## src/rtl/core/rau_pkg.sv

```systemverilog
// ----------------------------------------------------------------------------
// rau_pkg
// Shared types, widths and the microcode program of the rational arithmetic
// unit.
// ----------------------------------------------------------------------------
package rau_pkg;

    localparam int OPERAND_WIDTH = 16;
    localparam int MAG_W         = 2 * OPERAND_WIDTH;
    localparam int NUM_W         = 33;
    localparam int DEN_W         = 31;
    localparam int CMD_W         = 3;
    localparam int EXT_W         = (MAG_W > NUM_W) ? MAG_W : NUM_W;
    localparam int K_W           = $clog2(MAG_W);
    localparam int CNT_W         = $clog2(MAG_W);
    localparam int UPC_W         = 4;

    localparam logic [CMD_W-1:0] CMD_ADD = 3'd0;
    localparam logic [CMD_W-1:0] CMD_SUB = 3'd1;
    localparam logic [CMD_W-1:0] CMD_MUL = 3'd2;
    localparam logic [CMD_W-1:0] CMD_DIV = 3'd3;
    localparam logic [CMD_W-1:0] CMD_CMP = 3'd4;

    typedef struct packed {
        logic [CMD_W-1:0]                cmd;
        logic signed [OPERAND_WIDTH-1:0] a_num;
        logic signed [OPERAND_WIDTH-1:0] a_den;
        logic signed [OPERAND_WIDTH-1:0] b_num;
        logic signed [OPERAND_WIDTH-1:0] b_den;
    } t_req;

    typedef struct packed {
        logic signed [NUM_W-1:0] res_num;
        logic [DEN_W-1:0]        res_den;
        logic                    is_equal;
        logic                    status;
    } t_res;

    typedef enum logic [3:0] {
        OP_NOP,
        OP_MUL_A,
        OP_MUL_D,
        OP_MUL_B,
        OP_ADD,
        OP_GCD_INIT,
        OP_GCD_STEP,
        OP_GCD_FIN,
        OP_DIVX_INIT,
        OP_DIV_STEP,
        OP_DIVX_DONE,
        OP_DIVY_DONE,
        OP_ZERO,
        OP_EMIT,
        OP_EMIT_SPECIAL
    } t_op;

    typedef enum logic [3:0] {
        C_NEXT,
        C_JUMP,
        C_SPECIAL,
        C_NOT_ADDSUB,
        C_X_ZERO,
        C_GCD_RUN,
        C_DIV_RUN,
        C_G_ONE,
        C_END
    } t_cond;

    typedef logic [UPC_W-1:0] t_upc;

    typedef struct packed {
        t_op   op;
        t_cond cond;
        t_upc  target;
    } t_uword;

    // Datapath flags tested by the sequencer's conditional jumps
    typedef struct packed {
        logic special;
        logic addsub;
        logic x_zero;
        logic gcd_run;
        logic div_run;
        logic g_one;
    } t_dp_flags;

    localparam t_upc UP_START    = 4'd0;
    localparam t_upc UP_GCD_INIT = 4'd5;
    localparam t_upc UP_GCD_LOOP = 4'd6;
    localparam t_upc UP_DIVX     = 4'd9;
    localparam t_upc UP_DIVY     = 4'd11;
    localparam t_upc UP_EMIT     = 4'd13;
    localparam t_upc UP_ZERO     = 4'd14;
    localparam t_upc UP_SPECIAL  = 4'd15;

    function automatic t_uword ucode(input t_upc pc);
        t_uword w;
        w = '{op: OP_NOP, cond: C_END, target: UP_START};
        case (pc)
            4'd0:  w = '{op: OP_NOP,          cond: C_SPECIAL,    target: UP_SPECIAL};
            4'd1:  w = '{op: OP_MUL_A,        cond: C_NEXT,       target: UP_START};
            4'd2:  w = '{op: OP_MUL_D,        cond: C_NOT_ADDSUB, target: UP_GCD_INIT};
            4'd3:  w = '{op: OP_MUL_B,        cond: C_NEXT,       target: UP_START};
            4'd4:  w = '{op: OP_ADD,          cond: C_NEXT,       target: UP_START};
            4'd5:  w = '{op: OP_GCD_INIT,     cond: C_X_ZERO,     target: UP_ZERO};
            4'd6:  w = '{op: OP_GCD_STEP,     cond: C_GCD_RUN,    target: UP_GCD_LOOP};
            4'd7:  w = '{op: OP_GCD_FIN,      cond: C_NEXT,       target: UP_START};
            4'd8:  w = '{op: OP_DIVX_INIT,    cond: C_G_ONE,      target: UP_EMIT};
            4'd9:  w = '{op: OP_DIV_STEP,     cond: C_DIV_RUN,    target: UP_DIVX};
            4'd10: w = '{op: OP_DIVX_DONE,    cond: C_NEXT,       target: UP_START};
            4'd11: w = '{op: OP_DIV_STEP,     cond: C_DIV_RUN,    target: UP_DIVY};
            4'd12: w = '{op: OP_DIVY_DONE,    cond: C_NEXT,       target: UP_START};
            4'd13: w = '{op: OP_EMIT,         cond: C_END,        target: UP_START};
            4'd14: w = '{op: OP_ZERO,         cond: C_JUMP,       target: UP_EMIT};
            4'd15: w = '{op: OP_EMIT_SPECIAL, cond: C_END,        target: UP_START};
            default: w = '{op: OP_NOP,        cond: C_END,        target: UP_START};
        endcase
        return w;
    endfunction

endpackage

```

## src/rtl/core/rau_datapath.sv

```systemverilog
// ----------------------------------------------------------------------------
// rau_datapath
// Working registers, shared multiplier, binary GCD and restoring divider,
// driven one operation per cycle by the microcode sequencer.
// ----------------------------------------------------------------------------
module rau_datapath (
    input  logic           i_clk,
    input  rau_pkg::t_req  i_req,
    input  rau_pkg::t_op   i_op,
    output rau_pkg::t_dp_flags o_flags,
    output rau_pkg::t_res  o_res
);
    import rau_pkg::*;

    localparam int W = OPERAND_WIDTH;

    logic [W-1:0]     an_mag, ad_mag, bn_mag, bd_mag;
    logic             an_neg, ad_neg, bn_neg, bd_neg;
    logic [W-1:0]     m1, m2;
    logic             m_neg;
    logic [MAG_W-1:0] prod;
    logic             prod_neg;

    logic [MAG_W-1:0] r_x, n_x, r_y, n_y, r_p, n_p;
    logic             r_xneg, n_xneg, r_yneg, n_yneg, r_pneg, n_pneg;
    logic [MAG_W-1:0] r_u, n_u, r_v, n_v, r_g, n_g;
    logic [K_W-1:0]   r_k, n_k;
    logic [MAG_W-1:0] r_q, n_q, r_rem, n_rem;
    logic [CNT_W-1:0] r_cnt, n_cnt;

    logic [MAG_W:0]   trial;
    logic             trial_ge;
    logic             cmd_valid;
    logic             res_neg;
    logic [EXT_W-1:0] ext_num, sgn_num, ext_den;

    assign an_neg = i_req.a_num[W-1];
    assign ad_neg = i_req.a_den[W-1];
    assign bn_neg = i_req.b_num[W-1];
    assign bd_neg = i_req.b_den[W-1];
    assign an_mag = an_neg ? (~i_req.a_num + 1'b1) : i_req.a_num;
    assign ad_mag = ad_neg ? (~i_req.a_den + 1'b1) : i_req.a_den;
    assign bn_mag = bn_neg ? (~i_req.b_num + 1'b1) : i_req.b_num;
    assign bd_mag = bd_neg ? (~i_req.b_den + 1'b1) : i_req.b_den;

    // Operand select for the one shared multiplier
    always_comb begin
        m1    = an_mag;
        m2    = bd_mag;
        m_neg = an_neg ^ bd_neg;
        case (i_op)
            OP_MUL_A: begin
                m1 = an_mag;
                if (i_req.cmd == CMD_MUL) begin
                    m2    = bn_mag;
                    m_neg = an_neg ^ bn_neg;
                end else begin
                    m2    = bd_mag;
                    m_neg = an_neg ^ bd_neg;
                end
            end
            OP_MUL_D: begin
                m1 = ad_mag;
                if (i_req.cmd == CMD_DIV) begin
                    m2    = bn_mag;
                    m_neg = ad_neg ^ bn_neg;
                end else begin
                    m2    = bd_mag;
                    m_neg = ad_neg ^ bd_neg;
                end
            end
            OP_MUL_B: begin
                m1    = bn_mag;
                m2    = ad_mag;
                m_neg = bn_neg ^ ad_neg ^ (i_req.cmd == CMD_SUB);
            end
            default: begin
                m1    = an_mag;
                m2    = bd_mag;
                m_neg = an_neg ^ bd_neg;
            end
        endcase
    end

    assign prod     = m1 * m2;
    assign prod_neg = (prod != '0) && m_neg;

    assign trial    = {r_rem, r_q[MAG_W-1]};
    assign trial_ge = (trial >= {1'b0, r_g});

    always_comb begin
        n_x    = r_x;
        n_xneg = r_xneg;
        n_y    = r_y;
        n_yneg = r_yneg;
        n_p    = r_p;
        n_pneg = r_pneg;
        n_u    = r_u;
        n_v    = r_v;
        n_k    = r_k;
        n_g    = r_g;
        n_q    = r_q;
        n_rem  = r_rem;
        n_cnt  = r_cnt;
        case (i_op)
            OP_MUL_A: begin
                n_x    = prod;
                n_xneg = prod_neg;
            end
            OP_MUL_D: begin
                n_y    = prod;
                n_yneg = prod_neg;
            end
            OP_MUL_B: begin
                n_p    = prod;
                n_pneg = prod_neg;
            end
            OP_ADD: begin
                if (r_xneg == r_pneg) begin
                    n_x    = r_x + r_p;
                    n_xneg = r_xneg;
                end else if (r_x >= r_p) begin
                    n_x    = r_x - r_p;
                    n_xneg = r_xneg;
                end else begin
                    n_x    = r_p - r_x;
                    n_xneg = r_pneg;
                end
                if (n_x == '0) begin
                    n_xneg = 1'b0;
                end
            end
            OP_GCD_INIT: begin
                n_u = r_x;
                n_v = r_y;
                n_k = '0;
            end
            OP_GCD_STEP: begin
                // hold once either side reaches zero
                if (r_u != '0 && r_v != '0) begin
                    if (!r_u[0] && !r_v[0]) begin
                        n_u = r_u >> 1;
                        n_v = r_v >> 1;
                        n_k = r_k + 1'b1;
                    end else if (!r_u[0]) begin
                        n_u = r_u >> 1;
                    end else if (!r_v[0]) begin
                        n_v = r_v >> 1;
                    end else if (r_u >= r_v) begin
                        n_u = r_u - r_v;
                    end else begin
                        n_v = r_v - r_u;
                    end
                end
            end
            OP_GCD_FIN: begin
                n_g = (r_u | r_v) << r_k;
            end
            OP_DIVX_INIT: begin
                n_q   = r_x;
                n_rem = '0;
                n_cnt = '0;
            end
            OP_DIV_STEP: begin
                n_q = {r_q[MAG_W-2:0], trial_ge};
                if (trial_ge) begin
                    n_rem = MAG_W'(trial - {1'b0, r_g});
                end else begin
                    n_rem = trial[MAG_W-1:0];
                end
                n_cnt = r_cnt + 1'b1;
            end
            OP_DIVX_DONE: begin
                n_x   = r_q;
                n_q   = r_y;
                n_rem = '0;
                n_cnt = '0;
            end
            OP_DIVY_DONE: begin
                n_y = r_q;
            end
            OP_ZERO: begin
                n_x    = '0;
                n_xneg = 1'b0;
                n_y    = MAG_W'(1);
                n_yneg = 1'b0;
            end
            default: begin
                n_x = r_x;
            end
        endcase
    end

    always_ff @(posedge i_clk) begin
        r_x    <= n_x;
        r_xneg <= n_xneg;
        r_y    <= n_y;
        r_yneg <= n_yneg;
        r_p    <= n_p;
        r_pneg <= n_pneg;
        r_u    <= n_u;
        r_v    <= n_v;
        r_k    <= n_k;
        r_g    <= n_g;
        r_q    <= n_q;
        r_rem  <= n_rem;
        r_cnt  <= n_cnt;
    end

    assign cmd_valid = (i_req.cmd inside {CMD_ADD, CMD_SUB, CMD_MUL, CMD_DIV});

    assign o_flags.special = !cmd_valid || (i_req.a_den == '0) || (i_req.b_den == '0) ||
                             ((i_req.cmd == CMD_DIV) && (i_req.b_num == '0));
    assign o_flags.addsub  = (i_req.cmd == CMD_ADD) || (i_req.cmd == CMD_SUB);
    assign o_flags.x_zero  = (r_x == '0);
    assign o_flags.gcd_run = (r_u != '0) && (r_v != '0);
    assign o_flags.div_run = (r_cnt != CNT_W'(MAG_W - 1));
    assign o_flags.g_one   = (r_g == MAG_W'(1));

    // Sign on the numerator, positive denominator
    assign res_neg = (r_x != '0) && (r_xneg != r_yneg);
    assign ext_num = EXT_W'(r_x);
    assign sgn_num = res_neg ? (~ext_num + 1'b1) : ext_num;
    assign ext_den = EXT_W'(r_y);

    always_comb begin
        if (i_op == OP_EMIT_SPECIAL) begin
            o_res.res_num  = '0;
            o_res.res_den  = '0;
            o_res.is_equal = (i_req.cmd == CMD_CMP) && (i_req.a_num == i_req.b_num) &&
                             (i_req.a_den == i_req.b_den);
            o_res.status   = (i_req.cmd != CMD_CMP);
        end else begin
            o_res.res_num  = sgn_num[NUM_W-1:0];
            o_res.res_den  = ext_den[DEN_W-1:0];
            o_res.is_equal = 1'b0;
            o_res.status   = 1'b0;
        end
    end

endmodule

```

## src/rtl/core/rational_arith_unit.sv

```systemverilog
// ----------------------------------------------------------------------------
// rational_arith_unit
// Add, subtract, multiply, divide or compare two signed fractions; arithmetic
// results are reduced by their greatest common divisor.
// ----------------------------------------------------------------------------
// Usage:
//   Drive i_req and raise i_start; the request is taken on a rising edge with
//   i_start high and o_busy low. o_busy stays high while the request is
//   worked on. The result appears on o_res for exactly one cycle with o_done
//   high, in the first cycle with o_busy low; a new request may be taken in
//   that same cycle. The receiver cannot stall, so o_res must be captured then.
//   Compare, errors and unused commands go straight to the result. Arithmetic
//   runs the control steps and multiplies, then the binary GCD loop (one step
//   per cycle) and two restoring divisions by the GCD; a zero numerator skips
//   the GCD and the divisions, and the divisions are skipped when the GCD is
//   one. The GCD loop and the one-bit-per-cycle divider dominate the run time.
//   Reset (synchronous, active low) drops any request in flight and clears
//   o_busy and o_done.
// ----------------------------------------------------------------------------
module rational_arith_unit (
    input  logic          i_clk,
    input  logic          i_rst_n,
    input  logic          i_start,
    output logic          o_busy,
    input  rau_pkg::t_req i_req,
    output logic          o_done,
    output rau_pkg::t_res o_res
);
    import rau_pkg::*;

    logic      r_run, n_run;
    t_upc      r_pc, n_pc;
    t_req      r_req;
    t_res      r_res, dp_res;
    logic      r_done, n_done;
    t_uword    uw;
    t_op       op;
    t_dp_flags flags;
    logic      take;
    logic      accept;

    assign accept = i_start && !r_run;
    assign uw     = ucode(r_pc);
    assign op     = r_run ? uw.op : OP_NOP;

    rau_datapath u_dp (
        .i_clk   (i_clk),
        .i_req   (r_req),
        .i_op    (op),
        .o_flags (flags),
        .o_res   (dp_res)
    );

    always_comb begin
        case (uw.cond)
            C_NEXT:       take = 1'b0;
            C_JUMP:       take = 1'b1;
            C_SPECIAL:    take = flags.special;
            C_NOT_ADDSUB: take = !flags.addsub;
            C_X_ZERO:     take = flags.x_zero;
            C_GCD_RUN:    take = flags.gcd_run;
            C_DIV_RUN:    take = flags.div_run;
            C_G_ONE:      take = flags.g_one;
            default:      take = 1'b0;
        endcase
    end

    always_comb begin
        n_run  = r_run;
        n_pc   = r_pc;
        n_done = 1'b0;
        if (r_run) begin
            n_pc = take ? uw.target : r_pc + 1'b1;
            if (uw.cond == C_END) begin
                n_run = 1'b0;
            end
            if (uw.op == OP_EMIT || uw.op == OP_EMIT_SPECIAL) begin
                n_done = 1'b1;
            end
        end else if (accept) begin
            n_run = 1'b1;
            n_pc  = UP_START;
        end
    end

    always_ff @(posedge i_clk) begin
        if (!i_rst_n) begin
            r_run  <= 1'b0;
            r_pc   <= UP_START;
            r_done <= 1'b0;
        end else begin
            r_run  <= n_run;
            r_pc   <= n_pc;
            r_done <= n_done;
        end
    end

    always_ff @(posedge i_clk) begin
        if (accept) begin
            r_req <= i_req;
        end
        if (n_done) begin
            r_res <= dp_res;
        end
    end

    assign o_busy = r_run;
    assign o_done = r_done;
    assign o_res  = r_res;

endmodule

```

## config.mk

```make
export PLATFORM = sky130hd
export DESIGN_NAME = rational_arith_unit
export DESIGN_NICKNAME = d
export VERILOG_FILES = /design/src/rtl/core/rau_pkg.sv /design/src/rtl/core/rau_datapath.sv /design/src/rtl/core/rational_arith_unit.sv
export SDC_FILE = /design/constraint.sdc
export NUM_CORES = 2
export LEC_CHECK = 0
export BUFFER_PORTS_ARGS = -buffer_cell sky130_fd_sc_hd__buf_4
export CORE_AREA = 2 2 373 282
export DETAILED_ROUTE_END_ITERATION = 12
export DIE_AREA = 0 0 375 284
export GPL_TIMING_DRIVEN = 1
export PLACE_DENSITY_LB_ADDON = 0.2
export SKIP_LAST_GASP = 1
export SLEW_MARGIN = 5
export SYNTH_ARGS = -nofsm -noshare
export SYNTH_HDL_FRONTEND = slang
export SYNTH_SLANG_ARGS = --single-unit
```

## constraint.sdc

```tcl
create_clock -name i_clk -period 12.2 [get_ports i_clk]
set_input_delay 0.61 -clock i_clk [delete_from_list [all_inputs] [get_ports i_clk]]
set_output_delay 0.61 -clock i_clk [all_outputs]
set_load 0.05 [all_outputs]
```

==> flow_summary.toml <==
[worst_setup_path]
cp-startpoint = "r_req[35]$_DFFE_PP_"
critPathMaxStageDelay_ns = 0.71
timing.rr.start = "r_req[35]$_DFFE_PP_"
endpoint = "u_dp.r_xneg$_DFFE_PP_"
crit_required_ns = 12.55
critical_path_class = "reg2reg"
r2r-end = "u_dp.r_xneg$_DFFE_PP_"
r2r_slack_ns = 1.29
worst_ep_arrival_time_ns = 11.27
cp-end-kind = "flop"
worstSetupStartpointType = "flop"
cp_max_fo = 7
crit_slowest_cell = "nor3_1"
path_common_cell = "fa_1"
rr_worst_depth = 29

[placed_design]
gp_congestion = 1.02
placed_cell_area_um2 = 43400
io_buffers = 137
dp_hpwl_um = 121000

[timing]
tns_ns = 0
slew_headroom_pct = 7.10
fin_crit_ns = 10.91
max_freq_mhz = 91.7
finalSetupViolations = 0
worst_slew_pin_slew_ns = 1.39
period_share_pct = 89.4
rsz0062_at_grt = "no"
finalHoldViolations = 0
drv_slew = 0
final.setup_skew_ns = 0.0469

[synthesis]
synth_cells = 4556
synth_area_leaders = "edfxtp_1 30%, ha_1 10%, fa_1 9.8%"
syn_nets = 5165
synth_top_cell_area_share_pct = 29.5
ys_warn_count = 0
ys_ff_latch = 420
seq_area_frac_synth_pct = 30.4
syn_avg_cell_area_um2 = 8.98
synthTopCellsByCount = "509 x inv_1, 410 x nor2_1, 402 x edfxtp_1"
synth-async-reset-ratio_pct = 0
synth_most_common_cell = "inv_1"
synth_edf_count = 402
ys.flop_type = "edfxtp_1"
yosysUniqueCellTypes = 87
synth_top_cell_by_area = "edfxtp_1"
synth.cell_area_um2 = 40900

[layout]
utilization_pct = 43.9
nets = 5189
final_area_um2 = 45100
n_fill_cell = 10100
area_growth_pct = 10.1
drive_gt1_share_pct = 8.10

[global_routing]
grt_overflow_total = 0
grt_max_degree = 70
grt_usage_pct = 28.6
antenna_found_initial = 3
grt_pass1_vias = 33800
grt_first_pass_wirelength_um = 230000

[clock_network]
cts.root.buffer_cell = "clkbuf_16"
post-cts-setup-buffers = 0
clk_latency_ns = 0.65
path_clk_slew_ns = 0.07
cts_num_sinks = 420
cts_buffers = 48
cts_tree = "built"
cts_hold_buffers = 0
htreeDepth = 2
cts-resized-gates = 0
clockBufferDepth = 3

[run_status]
status = "complete, no violations"

[routing]
routed_wl_um = 155000
drc = 0
drtPass1Iterations = 8
detail_route.iter0.violations = 4747
routed-wl-met3_um = 16100
num_vias = 35900
wl_met2_um = 62200
wl_met1_um = 70500
wl_per_cell_um = 26.0
postRouteAntennaNets = 0
top_layer = "met5"
vias_per_cell = 6.02

[hold_path]
holdCritStartpoint = "i_req[34]"
hold_class = "in2reg"

[floorplan]
pin_count = 138
die_w_um = 375
initial_utilization_pct = 39.8
num_rows = 102
die_h_um = 284
coreArea_um2 = 103000
die_area_um2 = 107000

[flow_run]
drv_cap = 0
## worst min-delay path by stage
stage,endpoint,slack (ns),cells past startpoint
after floorplan,o_busy$_SDFF_PN0_,0.47,1
after global placement,o_busy$_SDFF_PN0_,0.49,1
after detailed placement,o_busy$_SDFF_PN0_,0.50,1
after CTS,r_req[34]$_DFFE_PP_,0.12,1
after global routing,r_req[13]$_DFFE_PP_,0.12,1
final,r_req[34]$_DFFE_PP_,0.15,1
## through the flow
step	instances	hold WS (ns)	worst slack (ns)
detailed placement	5882	0.501	1.39
floorplan	4556	0.467	2.30
global route	5969	0.124	0.803
finish	5972	0.153	1.29
global placement	5882	0.486	1.64
CTS	5969	0.118	1.33
## sequential cells by signal, indices dropped and copies added, names as in the netlist, 12 cells and up
name,count
u_dp.r_y,32
o_res,66
u_dp.r_g,32
r_req,67
uw,12
u_dp.r_p,32
u_dp.r_q,32
u_dp.r_v,32
u_dp.r_rem,32
u_dp.r_u,32
u_dp.r_x,32
## layer usage
metal,track usage [%],up-vias
met2,39.6,1921
li1,-,16200
met4,10.8,2
met3,5.04,243
met1,43.6,17600
met5,0,-
## layout by cell type (no fill, tap or decap), drive strengths merged, types with 32 or more instances in the layout
cell type  instances
a22oi             49
nand2            380
and2              50
xnor2            148
edfxtp           402
o22ai             32
o21bai            46
mux2i             50
clkbuf            56
nand3            129
buf              200
a211oi            38
fa               200
inv              513
o221ai            37
nor2b            101
xor2             104
nor2             410
nand2b            41
a21oi            325
o31ai             49
nor3              81
a21o              54
nand4             47
or3               34
ha               339
o21a              33
o21ai            182
nor4              70
mux4              32
## final cells by class
class | count | area, um^2 | area share, %
diodes | 3 | 7.51 | 0.0167
clock buffers | 56 | 1230 | 2.73
clock inverters | 31 | 389 | 0.863
inverters | 513 | 1930 | 4.27
multi-input cells | 3397 | 25900 | 57.4
flip-flops and latches | 420 | 12400 | 27.6
well taps | 1352 | 1690 | 3.75
repair buffers | 200 | 1500 | 3.33
## logic make-up (layout without fill, tap and decap cells)
group	Yosys count	after routing	share of synthesized area, %
mux	93	93	3.29
other cells	0	3	0
compound gates	1073	1073	17.2
fa+ha+maj	539	539	20.1
buf+inv	739	800	6.78
simple gates	1440	1440	16.8
xor+xnor	252	252	5.39
flops	420	420	30.4
## critical path: cells and delay by family, from the launching register on
| family | cells | cell delay, ns |
|---|---|---|
| compound gates | 4 | 1.28 |
| xor+xnor | 2 | 0.51 |
| fa+ha+maj | 7 | 3.35 |
| buf+inv | 2 | 0.09 |
| flops | 1 | 0.48 |
| simple gates | 14 | 4.93 |
Power is not shown: default switching activity piles up to over one toggle a cycle in this logic, so the estimate is an artifact.
